$ cat src/hw/rtl/etc_pkg.sv
// ----------------------------------------------------------------------------
// etc_pkg
// Shared constants, codes and types of the effect timeline controller.
// ----------------------------------------------------------------------------
package etc_pkg;

  localparam int TimeW   = 32;
  localparam int FrameW  = 12;
  localparam int CountW  = 13;
  localparam int SpeedW  = 16;
  localparam int DeltaW  = 16;
  localparam int StepW   = 24;
  localparam int RatioW  = 16;
  localparam int CmdW    = 3;
  localparam int ModeW   = 2;
  localparam int AddrW   = 5;
  localparam int DataW   = 32;
  localparam int DivQW   = 48;
  localparam int DivCntW = 6;

  localparam logic [RatioW-1:0] RatioOne  = 16'd32768;
  localparam logic [CountW-1:0] MaxFrames = 13'd4096;

  localparam logic [CmdW-1:0] CMD_TICK  = 3'd0;
  localparam logic [CmdW-1:0] CMD_PLAY  = 3'd1;
  localparam logic [CmdW-1:0] CMD_PAUSE = 3'd2;
  localparam logic [CmdW-1:0] CMD_RESET = 3'd3;
  localparam logic [CmdW-1:0] CMD_STOP  = 3'd4;

  localparam logic [ModeW-1:0] MODE_PLAY  = 2'd0;
  localparam logic [ModeW-1:0] MODE_PAUSE = 2'd1;
  localparam logic [ModeW-1:0] MODE_STOP  = 2'd2;

  localparam logic [2:0] REG_PLAYBACK_SPEED = 3'd0;
  localparam logic [2:0] REG_START_DELAY    = 3'd1;
  localparam logic [2:0] REG_DURATION       = 3'd2;
  localparam logic [2:0] REG_LIFE_TIME      = 3'd3;
  localparam logic [2:0] REG_LOOPING        = 3'd4;
  localparam logic [2:0] REG_ANIM_ENABLE    = 3'd5;
  localparam logic [2:0] REG_ANIM_SPEED     = 3'd6;
  localparam logic [2:0] REG_SPRITE_FRAMES  = 3'd7;

  localparam logic [1:0] DIV_MOD   = 2'd0;
  localparam logic [1:0] DIV_RATIO = 2'd1;
  localparam logic [1:0] DIV_FRAME = 2'd2;

  typedef struct packed {
    logic [SpeedW-1:0] playback_speed;
    logic [TimeW-1:0]  start_delay;
    logic [TimeW-1:0]  duration;
    logic [TimeW-1:0]  life_time;
    logic              looping;
    logic              anim_enable;
    logic [SpeedW-1:0] anim_speed;
    logic [CountW-1:0] sprite_frames;
  } cfg_t;

  typedef struct packed {
    logic       latch;
    logic       exec;
    logic       elap;
    logic       chk;
    logic       act;
    logic       mod_take;
    logic       cur_act;
    logic       rat_full;
    logic       rdiv_take;
    logic       frm_mul;
    logic       frm_sum;
    logic       frm_clamp;
    logic       fdiv_take;
    logic       out_load;
    logic       div_start;
    logic [1:0] div_sel;
  } ctrl_cmd_t;

  typedef struct packed {
    logic is_tick;
    logic before_delay;
    logic ge_d;
    logic loop_on;
    logic anim_on;
    logic div_done;
    logic out_free;
  } ctrl_sts_t;

endpackage

$ cat src/hw/rtl/etc_regs.sv
// ----------------------------------------------------------------------------
// etc_regs
// APB configuration registers, one register per word.
// ----------------------------------------------------------------------------
module etc_regs import etc_pkg::*; (
  input  logic             clk,
  input  logic             rst,
  input  logic             psel,
  input  logic             penable,
  input  logic             pwrite,
  input  logic [AddrW-1:0] paddr,
  input  logic [DataW-1:0] pwdata,
  output logic [DataW-1:0] prdata,
  output logic             pready,
  output cfg_t             cfg
);

  logic [2:0] index;
  logic       wr_en;

  assign index  = paddr[AddrW-1:2];
  assign wr_en  = psel && penable && pwrite;
  assign pready = 1'b1;

  always_ff @(posedge clk) begin
    if (rst) begin
      cfg.playback_speed <= 16'd256;
      cfg.start_delay    <= '0;
      cfg.duration       <= 32'd1;
      cfg.life_time      <= '0;
      cfg.looping        <= 1'b0;
      cfg.anim_enable    <= 1'b0;
      cfg.anim_speed     <= '0;
      cfg.sprite_frames  <= 13'd1;
    end else if (wr_en) begin
      unique case (index)
        REG_PLAYBACK_SPEED: cfg.playback_speed <= pwdata[SpeedW-1:0];
        REG_START_DELAY:    cfg.start_delay    <= pwdata[TimeW-1:0];
        REG_DURATION:       cfg.duration       <= pwdata[TimeW-1:0];
        REG_LIFE_TIME:      cfg.life_time      <= pwdata[TimeW-1:0];
        REG_LOOPING:        cfg.looping        <= pwdata[0];
        REG_ANIM_ENABLE:    cfg.anim_enable    <= pwdata[0];
        REG_ANIM_SPEED:     cfg.anim_speed     <= pwdata[SpeedW-1:0];
        REG_SPRITE_FRAMES:  cfg.sprite_frames  <= pwdata[CountW-1:0];
        default: ;
      endcase
    end
  end

  always_comb begin
    prdata = '0;
    unique case (index)
      REG_PLAYBACK_SPEED: prdata = {16'd0, cfg.playback_speed};
      REG_START_DELAY:    prdata = cfg.start_delay;
      REG_DURATION:       prdata = cfg.duration;
      REG_LIFE_TIME:      prdata = cfg.life_time;
      REG_LOOPING:        prdata = {31'd0, cfg.looping};
      REG_ANIM_ENABLE:    prdata = {31'd0, cfg.anim_enable};
      REG_ANIM_SPEED:     prdata = {16'd0, cfg.anim_speed};
      REG_SPRITE_FRAMES:  prdata = {19'd0, cfg.sprite_frames};
      default:            prdata = '0;
    endcase
  end

endmodule

$ cat config.mk
export PLATFORM = sky130hd
export DESIGN_NAME = etc_regs
export DESIGN_NICKNAME = d
export VERILOG_FILES = /design/src/hw/rtl/etc_pkg.sv /design/src/hw/rtl/etc_regs.sv
export SDC_FILE = /design/constraint.sdc
export NUM_CORES = 1
export LEC_CHECK = 0
export BUFFER_PORTS_ARGS = -buffer_cell sky130_fd_sc_hd__buf_2
export CORE_UTILIZATION = 45
export CTS_CLUSTER_SIZE = 16
export DETAILED_ROUTE_END_ITERATION = 8
export PLACE_DENSITY = 0.73
export SYNTH_ARGS = -nofsm -noshare
export SYNTH_HDL_FRONTEND = slang
export SYNTH_SLANG_ARGS = --single-unit
$ cat constraint.sdc
create_clock -name clk -period 3 [get_ports clk]
set_input_delay 0.3 -clock clk [delete_from_list [all_inputs] [get_ports clk]]
set_output_delay 0.3 -clock clk [all_outputs]
set_load 0.05 [all_outputs]
==> impl_results.md, run 1 <==
- Vias in the first global route: 5712
- Synth top area cells: dfxtp_1 46%, nand2_1 17%, a21oi_1 13%
- H-tree depth: 4
- Die Ht: 120 um
- Area leader, netlist: dfxtp_1
- Routing usage on met3: 6.23%
- Avg WL per Cell: 17.4 um
- Fillers: 1289
- Hold crit path type: input port to register
- Final worst path period need: 2.45 ns
- TritonCTS clock tree: done
- Final nets: 1056
- Final period utilization: 81.7%
- Worst-path fanout max: 19
- Pin count of the biggest net entering global routing: 67
- Status: completed
- Skew final: 0 ns
- Clock root buffer: clkbuf_16
- Post-Synthesis Cells: 831
- Startpoint Class: input port
- Power Dens Cells: 521 nW/um2
- DR vias: 6568
- Final hold vios: 0
- Routed wire length: 20900 um
- Grt ovf: 0
- Die area: 14400 um2
- Yosys cell types: 34
- Mapped Area: 6240 um2
- First-pass GRT wire length: 31600 um
- I/O Pins: 218
- Sequential share of the synthesized area: 45.8%
- Placed wire-length estimate: 13500 um
- Core box area: 13400 um2
- Initial antenna violation count: 1
- Worst-Skew Late Latency: 0.41 ns
- GRT busiest layer: met2
- CP endpoint kind: output port
- Area of the multi-input gates: 3040 um2
- Post-synthesis register bit count: 143
- Peak supply drop: 0.000340 V
- Met2 global-route usage: 45.4%
- Antenna Nets Post-Route: 0
- Biggest registers after layout: cfg (143)
- Fin util: 59.1%
- Path type of the worst setup path: input port to output port
- Synth warn: 0
- CP max stage delay: 0.43 ns
- # rows: 42
- Clk pwr share: 44.8%
- Fmax: 0.408 GHz
- Sw Pwr: 0.00104 W
- Critical Path RT: 2.70 ns
- Initial Util: 46.6%
- Setup_tns: 0 ns
- Drc violations: 0
- CP top delay family: buffers and inverters
- RSZ-0062 raised after global routing: no
- Design Area, Final: 7920 um2
- Clock buffer depth: 2
- Count of final setup violators: 0
- CP Buf/Inv Count: 4
- Maxcap violations: 0
- Largest Register: cfg
- GRT Overall Usage: 28.7%
- Vias/cell: 5.46
- Synthesized Nets: 873
- Share of the synthesized area in the top cell type: 45.8%
- Pins Over Slew Limit: 0
- 1st-iter DRT viols: 630
- Layout cells sized above 1: 28.4%
- RePlAce Congestion: 0.822
- Die X-Extent: 120 um
- Slew @ Worst Pin: 0.972 ns
- Slew Limit Headroom: 35.1%
- Crit-path slowest cell: a221oi_1
- Register share of total power: 46.7%
- PostCTS Resize Cnt: 0
- Syn_area_per_cell: 7.51 um2
- Leakage power: 3.37 nW
- CTS Hold Bufs: 0
- Port buffer count: 214
- Comb pwr share: 8.5%
- # clock sinks: 143
- Max FFs per register: 143
- Register area: 2860 um2
- Post-synthesis to final-layout area growth: 26.8%
- Post-CTS setup buffer count: 0
- Critical Path, Cell by Cell: buf_2, buf_4, nor2b_1, buf_4, a22o_1, a221oi_1, nor2_1, buf_2
- DP Area: 7410 um2
- Reg clk slew, reported paths: 0.06 ns
- Cts bufs inserted: 17
- Met1 GRT Util: 38.0%
- Crit path DAT: 2.15 ns
- R2r setup slk: 2.27 ns
- Switching Share: 25.2%
- Drt pass-1 iters: 5
- Internal power: 0.00308 W
-- worst reg2reg max path: stages (launching register included) --
cell,delay [ns]
dfxtp_1,0.33
nor3_1,0.19
a21oi_1,0.05
-- final timing paths --
check,from,to,depth (start not counted)
min,pwdata[22],cfg[53],3
min reg2reg,cfg[88],cfg[88],2
max reg2reg,cfg[63],cfg[63],2
max,paddr[4],prdata[12],8
-- metrics by stage --
step / hold WS, ns / total power (W) / cells / setup WS [ns]
floorplan: 0.427 / 0.00218 / 831 / 0.647
global route: 0.140 / 0.00425 / 1202 / 0.465
CTS: 0.129 / 0.00414 / 1201 / 0.593
global placement: 0.454 / 0.00231 / 1171 / 0.595
finish: 0.142 / 0.00412 / 1202 / 0.550
detailed placement: 0.458 / 0.00231 / 1171 / 0.595
-- logic make-up (layout without fill, tap and decap cells) --
family	Yosys count	count (layout)	share of synthesized area, %
AND/OR/NAND/NOR	361	361	23.3
buffers and inverters	82	276	5.67
AO/OA/AOI/OAI	215	215	20.0
multiplexers	29	29	5.09
other	1	2	0.0601
flip-flops	143	143	45.8
-- power groups by stage --
stage / Clock, W / Sequential, W / Combinational, W
final: 0.00185 / 0.00192 / 0.000352
after global placement: 0 / 0.00197 / 0.000345
after CTS: 0.00187 / 0.00192 / 0.000348
after detailed placement: 0 / 0.00197 / 0.000346
after global routing: 0.00195 / 0.00193 / 0.000370
after floorplan: 0 / 0.00201 / 0.000171
-- per-layer routing --
layer	vias up	wire (um)	part of all wire [%]
met5	-	0	0
met4	0	480	2.3
met3	38	1800	8.6
met2	309	9850	47
met1	3084	8720	42
li1	3137	-	-
-- cells in the final DEF, fill, tap and decap left out, types with 7 or more instances in the layout --
cell / synthesis / final
clkbuf_16: 0 / 17
nor2_1: 45 / 43
dfxtp_1: 143 / 143
buf_4: 3 / 18
a22oi_1: 16 / 16
a22o_1: 12 / 12
nor2b_1: 13 / 13
mux2i_1: 7 / 7
mux2_2: 22 / 22
nand2_1: 281 / 281
buf_2: 28 / 213
a221oi_1: 7 / 7
inv_1: 13 / 13
a21oi_1: 156 / 156
-- cells in the mapped netlist (all sizes together) --
library cell  instances
o32ai                 3
a221oi                7
a211oi                3
a32oi                 6
a22oi                16
o22a                  1
nand2b                2
nor2                 47
nand2               281
nand4b                1
clkbuf               35
or3                   2
o21ai                 4
nor3                  6
buf                  34
nand4                 1
o22ai                 1
conb                  1
and2                  1
nor2b                13
dfxtp               143
inv                  13
a22o                 12
mux2i                 7
mux2                 22
o21bai                6
and3                  1
or2                   6
a21oi               156
-- final cells by class --
cell class,count,area share (%)
Antenna cell,1,0.0316
Clock buffer,23,5.91
Clock inverter,7,0.505
Inverter,13,0.616
Multi-Input combinational cell,606,38.4
Sequential cell,143,36.1
Tap cell,176,2.78
Timing Repair Buffer,233,15.7
No activity file was read; power rests on OpenSTA's default activity.
==> inputs of run 2 (changes only) <==
==> constraint.sdc (replaced) <==
create_clock -name clk -period 2.4 [get_ports clk]
set_input_delay 0.24 -clock clk [delete_from_list [all_inputs] [get_ports clk]]
set_output_delay 0.24 -clock clk [all_outputs]
set_load 0.05 [all_outputs]
==> run 2 against run 1 <==
Compared with the run above: count of clock-buffer cells in the layout is the same; critical path type unchanged; highest routed layer unchanged; die area is the same; flip-flop and latch count stayed put.
==> impl_results.md, run 2 (same netlist as run 1, synthesis figures left out) <==
- RSZ-0062 raised after global routing: no
- 1st-iter DRT viols: 545 (-13%)
- Crit path DAT: 1.84 ns (-0.31 ns)
- Maxcap violations: 0 (unchanged)
- Most frequent cells in the layout: 281 x nand2_1, 213 x buf_2, 156 x a21oi_1
- Largest Register: cfg
- Die Ht: 120 um (unchanged)
- Skew final: 0 ns (unchanged)
- Max FFs per register: 143 (unchanged)
- DR vias: 6596 (+0.43%)
- Clk pwr share: 48.4% (+3.6 points)
- Final period utilization: 86.5%
- Critical Path, Cell by Cell: buf_2, buf_12, or3_1, nor2_1, nor2_1, buf_2
- Count of final setup violators: 0 (unchanged)
- Path type of the worst setup path: input port to output port
- # rows: 42 (unchanged)
- Switching Share: 24.5% (-0.75 points)
- Pin count of the biggest net entering global routing: 74 (+10%)
- DP Worst Slack: 0.311 ns (-0.284 ns)
- Startpoint Class: input port
- Setup ws final: 0.324 ns (-0.226 ns)
- Die area: 14400 um2 (unchanged)
- Post-Layout Cell Count: 1214 (+1.0%)
- Avg WL per Cell: 17.3 um (-0.41%)
- Fmax: 0.482 GHz
- Internal power: 0.00417 W (+35%)
- PostCTS Resize Cnt: 0 (unchanged)
- Clock buffer depth: 2 (unchanged)
- Inst Count DP: 1180 (+0.77%)
- Crit-path slowest cell: or3_1
- Leakage power: 3.47 nW (+2.8%)
- Worst-path fanout max: 61 (+42)
- Port buffer count: 214 (unchanged)
- Drc violations: 0 (unchanged)
- Drt pass-1 iters: 5 (unchanged)
- Layout cells sized above 1: 29.4% (+1.0 points)
- Final hold vios: 0 (unchanged)
- Slew Limit Headroom: 45.1% (+10 points)
- Critical Path RT: 2.16 ns (-0.54 ns)
- Register share of total power: 43.5% (-3.2 points)
- Final nets: 1065 (+0.85%)
- Comb pwr share: 8.1% (-0.4 points)
- Initial antenna violation count: 2 (+1)
- Worst-Skew Late Latency: 0.43 ns (+0.02 ns)
- R2r setup slk: 1.69 ns (-0.58 ns)
- Antenna Nets Post-Route: 0 (unchanged)
- Post-CTS setup buffer count: 0 (unchanged)
- Routed wire length: 21000 um (+0.58%)
- Setup_tns: 0 ns (unchanged)
- Biggest registers after layout: cfg (143)
- CP max stage delay: 0.61 ns (+0.18 ns)
- Reg clk slew, reported paths: 0.06 ns (about the same)
- Placed wire-length estimate: 13600 um (+0.60%)
- Slew @ Worst Pin: 0.823 ns (-0.148 ns)
- Cts bufs inserted: 17 (unchanged)
- Vias in the first global route: 6203 (+8.6%)
- Hold crit path type: input port to register
- TritonCTS clock tree: done
- Pins Over Slew Limit: 0 (unchanged)
- Core box area: 13400 um2 (unchanged)
- Post-synthesis to final-layout area growth: 29.7%
- Grt ovf: 0 (unchanged)
- RePlAce Congestion: 0.797 (-3.1%)
- Status: completed
- Sw Pwr: 0.00135 W (+30%)
- Power Dens Cells: 682 nW/um2 (+31%)
- Final worst path period need: 2.08 ns
- Initial Util: 46.6% (unchanged)
- CTS Hold Bufs: 0 (unchanged)
- Peak supply drop: 0.000464 V (+36%)
- CP endpoint kind: output port
- H-tree depth: 4 (unchanged)
- Commonest non-fill, non-tap cell in the layout: nand2_1
- First-pass GRT wire length: 33000 um (+4.3%)
- Vias/cell: 5.43 (-0.57%)
- Clock root buffer: clkbuf_16
- Total power: 0.00553 W (+34%)
- Die X-Extent: 120 um (unchanged)
- GRT Overall Usage: 29.6% (+0.89 points)
- # clock sinks: 143 (unchanged)
- I/O Pins: 218 (unchanged)
run 2: cell types whose count changed in the layout (fill, tap and decap cells not counted), sizes merged:
cell	before	now
buf	233	242
bufinv	0	2
clkinv	5	4
clkinvlp	2	3
diode	1	2
run 2: worst max-delay path, delay by kind of cell:
kind	cells	cell delay, ns
AND/OR/NAND/NOR	3	0.86
buffers and inverters	3	0.72
run 2: worst paths after layout:
check               endpoint  startpoint  depth (start not counted)
hold reg to reg      cfg[81]     cfg[81]                          2
setup reg to reg      cfg[0]      cfg[0]                          2
setup / recovery  prdata[12]    paddr[2]                          6
hold / removal      cfg[113]  pwdata[18]                          3
run 2: area by class of cell:
cell class	instances	area, um2
Fill cell	1251	5300
Multi-Input combinational cell	606	3040
Sequential cell	143	2860
Timing Repair Buffer	242	1320
Clock buffer	23	498
Tap cell	176	220
Clock inverter	9	106
Inverter	13	48.8
Antenna cell	2	5.00
run 2: power by group through the flow:
stage / registers (W) / clock network (W) / logic, W
after CTS: 0.00241 / 0.00269 / 0.000442
final: 0.00241 / 0.00267 / 0.000446
after global routing: 0.00241 / 0.00279 / 0.000473
after detailed placement: 0.00246 / 0 / 0.000441
after global placement: 0.00246 / 0 / 0.000439
after floorplan: 0.00252 / 0 / 0.000214
run 2: stage by stage:
stage	utilization, %	area (um2)	hold WS, ns
after floorplan	-	6240	0.367
after global placement	55.9	7490	0.453
after detailed placement	55.9	7490	0.459
after CTS	60.4	8100	0.0655
after global routing	60.4	8100	0.0776
final	60.4	8100	0.0723
run 2: routing by layer:
| layer | track usage, % | part of all wire (%) | wire [um] | vias to the layer above |
|---|---|---|---|---|
| met5 | 0 | 0 | 0 | - |
| met4 | 12.3 | 2.1 | 447 | 0 |
| met1 | 38.1 | 41 | 8650 | 3075 |
| met2 | 47.9 | 48 | 10000 | 323 |
| met3 | 6.70 | 8.9 | 1870 | 42 |
| li1 | - | - | - | 3156 |
