**src/hw/rtl/etc_pkg.sv**
```systemverilog
// ----------------------------------------------------------------------------
// etc_pkg
// Shared constants, codes and types of the effect timeline controller.
// ----------------------------------------------------------------------------
package etc_pkg;

  localparam int TimeW   = 32;
  localparam int FrameW  = 12;
  localparam int CountW  = 13;
  localparam int SpeedW  = 16;
  localparam int DeltaW  = 16;
  localparam int StepW   = 24;
  localparam int RatioW  = 16;
  localparam int CmdW    = 3;
  localparam int ModeW   = 2;
  localparam int AddrW   = 5;
  localparam int DataW   = 32;
  localparam int DivQW   = 48;
  localparam int DivCntW = 6;

  localparam logic [RatioW-1:0] RatioOne  = 16'd32768;
  localparam logic [CountW-1:0] MaxFrames = 13'd4096;

  localparam logic [CmdW-1:0] CMD_TICK  = 3'd0;
  localparam logic [CmdW-1:0] CMD_PLAY  = 3'd1;
  localparam logic [CmdW-1:0] CMD_PAUSE = 3'd2;
  localparam logic [CmdW-1:0] CMD_RESET = 3'd3;
  localparam logic [CmdW-1:0] CMD_STOP  = 3'd4;

  localparam logic [ModeW-1:0] MODE_PLAY  = 2'd0;
  localparam logic [ModeW-1:0] MODE_PAUSE = 2'd1;
  localparam logic [ModeW-1:0] MODE_STOP  = 2'd2;

  localparam logic [2:0] REG_PLAYBACK_SPEED = 3'd0;
  localparam logic [2:0] REG_START_DELAY    = 3'd1;
  localparam logic [2:0] REG_DURATION       = 3'd2;
  localparam logic [2:0] REG_LIFE_TIME      = 3'd3;
  localparam logic [2:0] REG_LOOPING        = 3'd4;
  localparam logic [2:0] REG_ANIM_ENABLE    = 3'd5;
  localparam logic [2:0] REG_ANIM_SPEED     = 3'd6;
  localparam logic [2:0] REG_SPRITE_FRAMES  = 3'd7;

  localparam logic [1:0] DIV_MOD   = 2'd0;
  localparam logic [1:0] DIV_RATIO = 2'd1;
  localparam logic [1:0] DIV_FRAME = 2'd2;

  typedef struct packed {
    logic [SpeedW-1:0] playback_speed;
    logic [TimeW-1:0]  start_delay;
    logic [TimeW-1:0]  duration;
    logic [TimeW-1:0]  life_time;
    logic              looping;
    logic              anim_enable;
    logic [SpeedW-1:0] anim_speed;
    logic [CountW-1:0] sprite_frames;
  } cfg_t;

  typedef struct packed {
    logic       latch;
    logic       exec;
    logic       elap;
    logic       chk;
    logic       act;
    logic       mod_take;
    logic       cur_act;
    logic       rat_full;
    logic       rdiv_take;
    logic       frm_mul;
    logic       frm_sum;
    logic       frm_clamp;
    logic       fdiv_take;
    logic       out_load;
    logic       div_start;
    logic [1:0] div_sel;
  } ctrl_cmd_t;

  typedef struct packed {
    logic is_tick;
    logic before_delay;
    logic ge_d;
    logic loop_on;
    logic anim_on;
    logic div_done;
    logic out_free;
  } ctrl_sts_t;

endpackage

```
**src/hw/rtl/etc_ctrl.sv**
```systemverilog
// ----------------------------------------------------------------------------
// etc_ctrl
// Sequencer of the timeline update, one request at a time.
// ----------------------------------------------------------------------------
module etc_ctrl import etc_pkg::*; (
  input  logic      clk,
  input  logic      rst,
  input  logic      in_valid,
  output logic      in_ready,
  input  ctrl_sts_t sts,
  output ctrl_cmd_t cmd
);

  localparam logic [3:0] S_IDLE = 4'd0;
  localparam logic [3:0] S_EXEC = 4'd1;
  localparam logic [3:0] S_ELAP = 4'd2;
  localparam logic [3:0] S_CHK  = 4'd3;
  localparam logic [3:0] S_ACT  = 4'd4;
  localparam logic [3:0] S_MOD  = 4'd5;
  localparam logic [3:0] S_CACT = 4'd6;
  localparam logic [3:0] S_RAT  = 4'd7;
  localparam logic [3:0] S_RDIV = 4'd8;
  localparam logic [3:0] S_FRM  = 4'd9;
  localparam logic [3:0] S_FSUM = 4'd10;
  localparam logic [3:0] S_FSEL = 4'd11;
  localparam logic [3:0] S_FDIV = 4'd12;
  localparam logic [3:0] S_OUT  = 4'd13;

  logic [3:0] state;
  logic [3:0] state_next;

  assign in_ready = (state == S_IDLE);

  always_ff @(posedge clk) begin
    if (rst) begin
      state <= S_IDLE;
    end else begin
      state <= state_next;
    end
  end

  always_comb begin
    cmd        = '0;
    state_next = state;
    unique case (state)
      S_IDLE: begin
        if (in_valid) begin
          cmd.latch  = 1'b1;
          state_next = S_EXEC;
        end
      end
      S_EXEC: begin
        cmd.exec   = 1'b1;
        state_next = sts.is_tick ? S_ELAP : S_CACT;
      end
      S_ELAP: begin
        cmd.elap   = 1'b1;
        state_next = S_CHK;
      end
      S_CHK: begin
        cmd.chk    = 1'b1;
        state_next = sts.before_delay ? S_OUT : S_ACT;
      end
      S_ACT: begin
        cmd.act = 1'b1;
        if (sts.ge_d && sts.loop_on) begin
          cmd.div_start = 1'b1;
          cmd.div_sel   = DIV_MOD;
          state_next    = S_MOD;
        end else begin
          state_next = S_RAT;
        end
      end
      S_MOD: begin
        if (sts.div_done) begin
          cmd.mod_take = 1'b1;
          state_next   = S_RAT;
        end
      end
      S_CACT: begin
        cmd.cur_act = 1'b1;
        state_next  = S_RAT;
      end
      S_RAT: begin
        if (sts.ge_d) begin
          cmd.rat_full = 1'b1;
          state_next   = sts.is_tick ? S_FRM : S_OUT;
        end else begin
          cmd.div_start = 1'b1;
          cmd.div_sel   = DIV_RATIO;
          state_next    = S_RDIV;
        end
      end
      S_RDIV: begin
        if (sts.div_done) begin
          cmd.rdiv_take = 1'b1;
          state_next    = sts.is_tick ? S_FRM : S_OUT;
        end
      end
      S_FRM: begin
        if (sts.anim_on) begin
          cmd.frm_mul = 1'b1;
          state_next  = S_FSUM;
        end else begin
          state_next = S_OUT;
        end
      end
      S_FSUM: begin
        cmd.frm_sum = 1'b1;
        state_next  = S_FSEL;
      end
      S_FSEL: begin
        if (sts.loop_on) begin
          cmd.div_start = 1'b1;
          cmd.div_sel   = DIV_FRAME;
          state_next    = S_FDIV;
        end else begin
          cmd.frm_clamp = 1'b1;
          state_next    = S_OUT;
        end
      end
      S_FDIV: begin
        if (sts.div_done) begin
          cmd.fdiv_take = 1'b1;
          state_next    = S_OUT;
        end
      end
      S_OUT: begin
        if (sts.out_free) begin
          cmd.out_load = 1'b1;
          state_next   = S_IDLE;
        end
      end
      default: state_next = S_IDLE;
    endcase
  end

`ifndef SYNTHESIS
  a_load_needs_room: assert property (@(posedge clk) disable iff (rst)
    cmd.out_load |-> sts.out_free)
    else $error("result loaded while the output register is still full");

  a_div_start_state: assert property (@(posedge clk) disable iff (rst)
    cmd.div_start |-> (state == S_ACT || state == S_RAT || state == S_FSEL))
    else $error("divider started from an unexpected state");

  a_mod_wait: assert property (@(posedge clk) disable iff (rst)
    (state == S_MOD && !sts.div_done) |=> (state == S_MOD))
    else $error("modulo wait left before the divider finished");

  a_accept_idle: assert property (@(posedge clk) disable iff (rst)
    cmd.latch |=> (state == S_EXEC))
    else $error("accepted request did not start execution");
`endif

endmodule

```
**config.mk**
```make
export PLATFORM = sky130hd
export DESIGN_NAME = etc_ctrl
export DESIGN_NICKNAME = d
export VERILOG_FILES = /design/src/hw/rtl/etc_pkg.sv /design/src/hw/rtl/etc_ctrl.sv
export SDC_FILE = /design/constraint.sdc
export NUM_CORES = 1
export LEC_CHECK = 0
export BUFFER_PORTS_ARGS = -buffer_cell sky130_fd_sc_hd__buf_2
export CORE_MARGIN = 8
export CORE_UTILIZATION = 37
export CTS_CLUSTER_DIAMETER = 80
export CTS_CLUSTER_SIZE = 40
export DETAILED_ROUTE_END_ITERATION = 7
export PLACE_DENSITY = 0.69
export SLEW_MARGIN = 40
export SYNTH_ARGS = -nofsm -noshare
export SYNTH_HDL_FRONTEND = slang
export SYNTH_SLANG_ARGS = --single-unit
export TNS_END_PERCENT = 5
```
**constraint.sdc**
```tcl
create_clock -name clk -period 1.6 [get_ports clk]
set_clock_uncertainty 0.1 [all_clocks]
set_input_delay 0.16 -clock clk [delete_from_list [all_inputs] [get_ports clk]]
set_output_delay 0.16 -clock clk [all_outputs]
set_load 0.01 [all_outputs]
```
==> reports/qor.yml, run 1 <==
outcome:
  status: "finished with violations"
  violations: "negative setup slack"
die:
  chipHeight_um: 54.5
  row_count: 14
  dieArea_um2: 2970
  ios: 28
  core_um2: 1450
  dieWidth_um: 54.5
  start_util_pct: 37.8
placed_design:
  dpl.hpwl_um: 1380
  gp_congestion: 0.898
  dp_slack_ns: 0.00448
  numPortBuffers: 27
sta:
  fin_crit_sh_pct: 101
  slew-limit-headroom_pct: 74.8
  fmax_mhz: 617
  rsz0062_at_grt: "true"
  setup_viol: 3
  worst_pin_slew_ns: 0.373
  fin_crit_ns: 1.62
  drv_slew: 0
  fin_ws_ns: -0.0217
  hold_violations: 0
power_and_ir_drop:
  power.density_nw_per_um2: 1610
  cellLeakagePower_nw: 0.404
  vdd_ir_drop_max_uv: 646
logic_synthesis:
  synth_top_cell_by_area: "dfxtp_1"
  netlist_area_um2: 549
  synth_flop_cell: "dfxtp_1"
  syn_area_per_cell_um2: 6.39
  ys_top_cells_by_area: "dfxtp_1, nor3_1, nor2_1, nand2_1, nor2b_1"
  synth-seq-area-share_pct: 14.6
  synthArstFlopShare_pct: 0
  yosys_warnings: 0
  yosysUniqueCellTypes: 30
  synth_edf_count: 0
  yosys_register_bits: 4
  synthCells: 86
  synth_top_cell_area_share_pct: 14.6
  synth_nets: 96
clock_network:
  hold_buffers: 0
  path_clk_slew_ns: 0.04
  clk_latency_ns: 0.23
  cts-root-buf: "clkbuf_4"
  numClockSinks: 4
  numCtsBuffers: 3
  clk_path_buf_depth: 2
  h-tree-depth: 1
  cts_tree: "done"
setup_path:
  critical_path_class: "flop to flop"
  worstReg2RegStart: "state[0]"
  cp_slowest_stage_delay_ns: 0.33
  worstSetupStartpoint: "state[0]"
  slowest_stage: "dfxtp_2"
  cp_max_fo: 6
  cp_num_buf_inv: 2
  start_kind: "flop"
  cp.required_ns: 1.63
  rr_worst_depth: 7
  crit_family: "compound AO/OA/AOI/OAI gates"
  cp.arrival_ns: 1.65
  cp-end-kind: "flop"
  path_cells: "buf_6, buf_4, nand4b_1, a21oi_4, a311oi_1, o31ai_2, o32ai_1"
  worst-path-stages: 7
final_layout:
  area_delta_synth_final_pct: 53.3
  reg_top3: "state: 4 flops"
  finish.utilization_pct: 57.9
  top_register: "state"
  nNetsFinal: 135
  drive_above_1_share_pct: 48.8
  n_antenna_cell: 0
  largest_reg_flops: 4
drt:
  post_drt_wl_per_cell_um: 14.1
  vias: 802
  drtIter0Drc: 32
  avgViaCountPerCell: 5.77
  first_pass_iters: 4
  drt-total-wl_um: 1960
  drtAntennaViolNets: 0
  drc: 0
global_route:
  grt_pass1_vias: 720
  grt_antenna_before_repair: 0
  grt_pass1_wl_um: 3070
  track_usage_pct: 13.4
  grt_max_degree: 20
  grt_overflow: 0
worst_hold_path:
  hp-start: "rst"
  hold_depth: 2
  min-delay-path-class: "input port to flop"
run:
  maxCapViolCount: 0
-- stage by stage --
step | power (W) | std cells | hold WS [ns] | area (um^2) | setup TNS [ns]
floorplan | 0.000764 | 86 | 0.133 | 554 | -0.0959
global placement | 0.00103 | 130 | 0.288 | 732 | 0
detailed placement | 0.00103 | 130 | 0.279 | 732 | 0
CTS | 0.00129 | 138 | 0.0295 | 817 | -0.0297
global route | 0.00146 | 139 | 0.0337 | 842 | -0.343
finish | 0.00136 | 139 | 0.0446 | 842 | -0.0316
-- per-layer routing --
metal	track usage [%]	wire, um
met1	15.8	805
met2	23.3	925
met3	2.17	207
met4	5.33	17
met5	0	0
-- final timing paths --
check,endpoint,slack (ns)
min reg2reg,state[3],0.59
max reg2reg,state[0],-0.02
max,state[0],-0.02
min,state[3],0.04
-- placed cells by master, fill, tap and decap left out, types with 2 or more instances in the layout --
master	instances
nand2_1	8
clkbuf_4	3
nor2_1	9
and3_1	4
dfxtp_2	3
nor2b_1	3
buf_4	11
a31oi_1	2
inv_1	4
o211ai_1	2
a31o_2	2
buf_6	2
a211oi_1	2
nor3_1	7
buf_2	28
a21oi_1	5
o21ai_0	4
o32ai_1	2
-- cell type report --
cell class              count  area, um^2
well taps                  16        20.0
fillers                   155         612
flip-flops and latches      4        83.8
inverters                   5        18.8
clock buffers               3        22.5
repair buffers             42         260
multi-input cells          69         437
-- cells by family after synthesis --
family	Yosys count	share of synthesized area, %
flip-flops	4	14.6
AND/OR/NAND/NOR	43	39.9
buffers and inverters	13	11.6
XOR/XNOR	1	1.59
AO/OA/AOI/OAI	25	32.3
-- worst register-to-register path, cell delays in order (launching register included) --
cell and delay, ns:
dfxtp_2 0.33, buf_6 0.13, buf_4 0.15, nand4b_1 0.14, a21oi_4 0.08, a311oi_1 0.32, o31ai_2 0.15, o32ai_1 0.12
-- Yosys cell counts (3+ instances only) --
cell,instances
o21ai_0,5
buf_2,3
clkbuf_1,3
a21oi_1,5
nor2_1,10
inv_1,5
nor3_1,8
and3_1,4
nand2_1,9
nor2b_1,5
dfxtp_1,4
-- where the power goes --
part / total [W] / internal [W] / switching [W]
sequential: 0.000191 / 0.000144 / 0.0000470
clock: 0.000123 / 0.0000838 / 0.0000397
combinational: 0.00104 / 0.000483 / 0.000560
-- what timing repair did --
action                                  CTS  global route
setup buffers                             5             0
resized for setup                         8             8
gates cloned                              0             1
pin swaps                                 0             1
endpoints found under the setup margin   12            14
(Power assumes the default switching activity.)
==> run 2, diff against run 1 <==
--- a/config.mk
+++ b/config.mk
@@ -11,7 +11,7 @@
 export CTS_CLUSTER_DIAMETER = 80
 export CTS_CLUSTER_SIZE = 40
 export DETAILED_ROUTE_END_ITERATION = 7
-export PLACE_DENSITY = 0.69
+export PLACE_DENSITY = 0.71
 export SLEW_MARGIN = 40
 export SYNTH_ARGS = -nofsm -noshare
 export SYNTH_HDL_FRONTEND = slang
==> reports/qor.yml, run 2 (synthesis results as in run 1) <==
worst_hold_path:
  min-delay-path-class: "input port to flop"
  whs_endpoint: "state[3]"
  hold_depth: 2
  hp-start: "rst"
drt:
  post_drt_wl_per_cell_um: 14.6
  vias: 824
  drtAntennaViolNets: 0
  drc: 0
  drtIter0Drc: 41
  first_pass_iters: 4
  avgViaCountPerCell: 5.97
  drt-total-wl_um: 2020
setup_path:
  start_kind: "flop"
  critical_path_class: "flop to output port"
  r2r-end: "state[0]"
  cp.required_ns: 1.34
  r2r_slack_ns: 0.02
  cp.arrival_ns: 1.33
  cp_max_fo: 10
  worstReg2RegStart: "state[2]"
  cp-end-kind: "output port"
  rr_worst_depth: 5
  worstSetupStartpoint: "state[0]"
global_route:
  track_usage_pct: 13.1
  grt_max_degree: 20
  grt_antenna_before_repair: 0
  grt_pass1_vias: 683
  grt_pass1_wl_um: 2950
  grt_overflow: 0
run:
  maxCapViolCount: 0
sta:
  worst_pin_slew_ns: 0.369
  drv_slew: 0
  fin_crit_sh_pct: 99.5
  fmax_mhz: 628
  rsz0062_at_grt: "true"
  hold_violations: 0
  fin_hold_ws_ns: 0.0346
  slew-limit-headroom_pct: 75.1
  fin_crit_ns: 1.59
  setup_viol: 0
  fin_ws_ns: 0.00745
die:
  dieWidth_um: 54.5
  ios: 28
  dieArea_um2: 2970
  start_util_pct: 37.8
  core_um2: 1450
  chipHeight_um: 54.5
  row_count: 14
outcome:
  status: "finished clean"
power_and_ir_drop:
  vdd_ir_drop_max_uv: 531
  cellLeakagePower_nw: 0.402
  power.density_nw_per_um2: 1620
final_layout:
  final_cell_mix: "buf_2, buf_4, nor2_1"
  n_antenna_cell: 0
  top_register: "state"
  reg_top3: "state: 4 flops"
  finish.utilization_pct: 58.1
  fillCellCount: 142
  area_delta_synth_final_pct: 53.8
  nNetsFinal: 134
  multi_input_area_um2: 442
  mostFrequentLayoutCell: "buf_2"
  seq_area_um2: 83.8
  drive_above_1_share_pct: 48.4
  largest_reg_flops: 4
clock_network:
  h-tree-depth: 1
  clk_path_buf_depth: 2
  cts-root-buf: "clkbuf_4"
  numClockSinks: 4
  cts_tree: "done"
  path_clk_slew_ns: 0.04
  numCtsBuffers: 3
  clk_latency_ns: 0.24
  hold_buffers: 0
placed_design:
  gp_congestion: 0.867
  dp_slack_ns: 0.0259
  numPortBuffers: 27
  dpl.hpwl_um: 1360
[run 2: cell count changes in the layout (fill, tap and decap cells not counted)]
| cell | previous run | this run |
|---|---|---|
| buf_6 | 2 | 4 |
| buf_2 | 28 | 27 |
| buf_4 | 11 | 10 |
| buf_8 | 1 | 0 |
| inv_2 | 1 | 0 |
| inv_4 | 0 | 1 |
| nor2_2 | 1 | 0 |
| nor2_4 | 0 | 1 |
[run 2: through the flow]
| step | setup TNS (ns) | cells | instance area, um^2 | total power (W) |
|---|---|---|---|---|
| 6_report | 0 | 138 | 845 | 0.00137 |
| 3_5_place_dp | 0 | 126 | 702 | 0.000974 |
| 4_1_cts | -0.0156 | 138 | 808 | 0.00128 |
| 2_1_floorplan | -0.0959 | 86 | 554 | 0.000764 |
| 5_1_grt | -0.576 | 138 | 845 | 0.00147 |
| 3_3_place_gp | 0 | 126 | 702 | 0.000966 |
[run 2: power breakdown]
part	leakage (nW)	total (W)	internal [W]	switching, W
Clock	0.0138	0.000127	0.0000840	0.0000435
Combinational	0.354	0.00107	0.000478	0.000591
Sequential	0.0340	0.000176	0.000143	0.0000329
Total	0.402	0.00137	0.000705	0.000667
[run 2: routing by layer]
| layer | GRT usage (%) | share of wire (%) |
|---|---|---|
| met3 | 2.45 | 7.5 |
| met2 | 22.9 | 50 |
| met4 | 8.20 | 2.3 |
| met5 | 0 | 0 |
| met1 | 14.3 | 40 |
[run 2: layout make-up]
class	instances	area share [%]
multi-input combinational	69	52.3
clock buffer	3	2.67
tap	16	2.37
timing repair buffer	41	30.2
inverter	5	2.52
sequential	4	9.93
[run 2: worst max-delay path: stages (launching register included)]
cell and delay (ns):
dfxtp_2 0.33, buf_6 0.15, inv_1 0.11, nor2_1 0.19, and3_1 0.19, buf_2 0.13
[run 2: worst max path at each step]
| stage | end | depth (start not counted) |
|---|---|---|
| final | cmd[9] | 5 |
| after global placement | state[0] | 5 |
| after floorplan | state[0] | 6 |
| after detailed placement | state[2] | 5 |
| after CTS | cmd[2] | 6 |
| after global routing | cmd[16] | 4 |
[run 2: what timing repair did]
| item | CTS | global route |
|---|---|---|
| gates resized for setup | 6 | 12 |
| buffers inserted | 9 | 0 |
| pin swaps | 0 | 1 |
| cloned | 0 | 0 |
| endpoints found under the setup margin | 12 | 14 |
==> run 3, diff against run 2 <==
--- a/config.mk
+++ b/config.mk
@@ -6,12 +6,14 @@
 export NUM_CORES = 1
 export LEC_CHECK = 0
 export BUFFER_PORTS_ARGS = -buffer_cell sky130_fd_sc_hd__buf_2
+export CELL_PAD_IN_SITES_DETAIL_PLACEMENT = 1
+export CELL_PAD_IN_SITES_GLOBAL_PLACEMENT = 2
 export CORE_MARGIN = 8
-export CORE_UTILIZATION = 37
+export CORE_UTILIZATION = 19
 export CTS_CLUSTER_DIAMETER = 80
 export CTS_CLUSTER_SIZE = 40
 export DETAILED_ROUTE_END_ITERATION = 7
-export PLACE_DENSITY = 0.71
+export PLACE_DENSITY = 0.74
 export SLEW_MARGIN = 40
 export SYNTH_ARGS = -nofsm -noshare
 export SYNTH_HDL_FRONTEND = slang
==> reports/qor.yml, run 3 (synthesis results as in run 1) <==
power_and_ir_drop:
  netSwitchingFraction_pct: 50.3
  p_comb_share_pct: 80.1
  p_seq_share_pct: 12.1
  internal_power_w: 0.000763
  power_switching_w: 0.000772
  vdd_ir_drop_max_uv: 676
  power.density_nw_per_um2: 1620
  power_frac_clock_pct: 7.8
  cellLeakagePower_nw: 0.438
global_route:
  track_usage_pct: 9.56
  use_met2_pct: 14.5
  grt_antenna_before_repair: 0
  grt_pass1_vias: 839
  grt_pass1_wl_um: 4050
  grt_max_degree: 16
  grtUsageMet3_pct: 1.86
  grt_overflow: 0
  grt-busiest-layer: "met2"
  met1_usage_pct: 13.1
setup_path:
  worstSetupStartpoint: "state[0]"
  r2r-end: "state[2]"
  cp.required_ns: 1.59
  rr_worst_depth: 7
  r2r_slack_ns: -0.007
  critical_path_class: "flop to flop"
  cp_max_fo: 6
  worstReg2RegStart: "state[0]"
  start_kind: "flop"
  cp-end-kind: "flop"
  cp.arrival_ns: 1.60
  endpoint: "state[2]"
sta:
  fin_ws_ns: -0.00740
  fin_crit_ns: 1.61
  tns_ns: -0.00740
  drv_slew: 0
  rsz0062_at_grt: "true"
  setup_viol: 1
  fin_crit_sh_pct: 100
  worst_pin_slew_ns: 0.360
  hold_violations: 0
  fin_hold_ws_ns: 0.0670
  fmax_mhz: 622
  slew-limit-headroom_pct: 75.7
clock_network:
  path_clk_slew_ns: 0.04
  clk_path_buf_depth: 2
  cts_tree: "done"
  numClockSinks: 4
  h-tree-depth: 1
  cts-root-buf: "clkbuf_4"
  numCtsBuffers: 3
  clk_latency_ns: 0.23
  hold_buffers: 0
final_layout:
  final_cell_mix: "buf_2, buf_4, nor2_1"
  multi_input_area_um2: 489
  finish.utilization_pct: 34.4
  reg_top3: "state: 4 flops"
  seq_area_um2: 85.1
  fillCellCount: 363
  largest_reg_flops: 4
  area_delta_synth_final_pct: 72.9
  n_antenna_cell: 0
  mostFrequentLayoutCell: "buf_2"
  final_cells: 158
  drive_above_1_share_pct: 56.7
  top_register: "state"
  nNetsFinal: 139
placed_design:
  gp_congestion: 0.736
  dp_slack_ns: -0.00873
  numPortBuffers: 27
  dpl.hpwl_um: 1760
  dp.cells: 143
die:
  row_count: 19
  chipHeight_um: 69.8
  dieArea_um2: 4870
  start_util_pct: 19.9
  dieWidth_um: 69.8
  ios: 28
  core_um2: 2760
drt:
  avgViaCountPerCell: 5.20
  drtAntennaViolNets: 0
  drt-total-wl_um: 2700
  vias: 822
  drc: 0
  post_drt_wl_per_cell_um: 17.1
  first_pass_iters: 4
  drtIter0Drc: 16
outcome:
  status: "finished with violations"
  violations: "negative setup slack"
worst_hold_path:
  min-delay-path-class: "input port to flop"
  hold_depth: 2
run:
  maxCapViolCount: 0
==> run 3: cell types whose count changed in the layout (fill, tap and decap cells not counted), sizes merged <==
cell / before / now
buf: 41 / 46
inv: 5 / 4
clkinvlp: 0 / 1
==> run 3: per-layer routing <==
layer	vias up	wire length (um)
met5	-	0
met4	0	27
met3	4	92
met2	24	1300
met1	399	1280
li1	395	-
==> run 3: worst min path at each step <==
| stage | from | end | slack, ns |
|---|---|---|---|
| after floorplan | rst | state[3] | 0.13 |
| after global placement | rst | state[3] | 0.29 |
| after detailed placement | rst | state[3] | 0.29 |
| after CTS | rst | state[3] | 0.05 |
| after global routing | rst | state[3] | 0.08 |
| final | rst | state[3] | 0.07 |
==> run 3: power groups by stage <==
stage	Sequential, W	Combinational, W	Clock [W]
2_1_floorplan	0.000147	0.000617	0
6_report	0.000186	0.00123	0.000120
3_5_place_dp	0.000159	0.000877	0
3_3_place_gp	0.000158	0.000872	0
4_1_cts	0.000167	0.00104	0.000127
5_1_grt	0.000190	0.00134	0.000129
==> run 3: per-stage QoR <==
| step | power, W | cell area [um^2] |
|---|---|---|
| finish | 0.00154 | 950 |
| global route | 0.00165 | 950 |
| CTS | 0.00133 | 857 |
| detailed placement | 0.00104 | 736 |
| global placement | 0.00103 | 736 |
| floorplan | 0.000764 | 554 |
==> run 3: what timing repair did <==
| item | 4_1_cts | 5_1_grt |
|---|---|---|
| resized for setup | 11 | 18 |
| hold endpoints to repair | 0 | 0 |
| cloned | 0 | 2 |
| endpoints found under the setup margin | 13 | 16 |
| setup buffers | 8 | 2 |
| pin swaps | 2 | 4 |
==> run 3: critical path, cell delays in order (launching register included) <==
cell      delay, ns
dfxtp_2        0.34
buf_6          0.15
buf_4          0.12
a21oi_1        0.04
o21ai_0        0.21
o211ai_1       0.12
a31oi_1        0.24
o32ai_1        0.15
==> run 3: layout make-up <==
cell class,count,share of cell area [%]
Multi-Input combinational cell,69,51.5
Clock buffer,3,2.37
Timing Repair Buffer,46,30.7
Tap cell,31,4.08
Inverter,5,2.37
Sequential cell,4,8.96
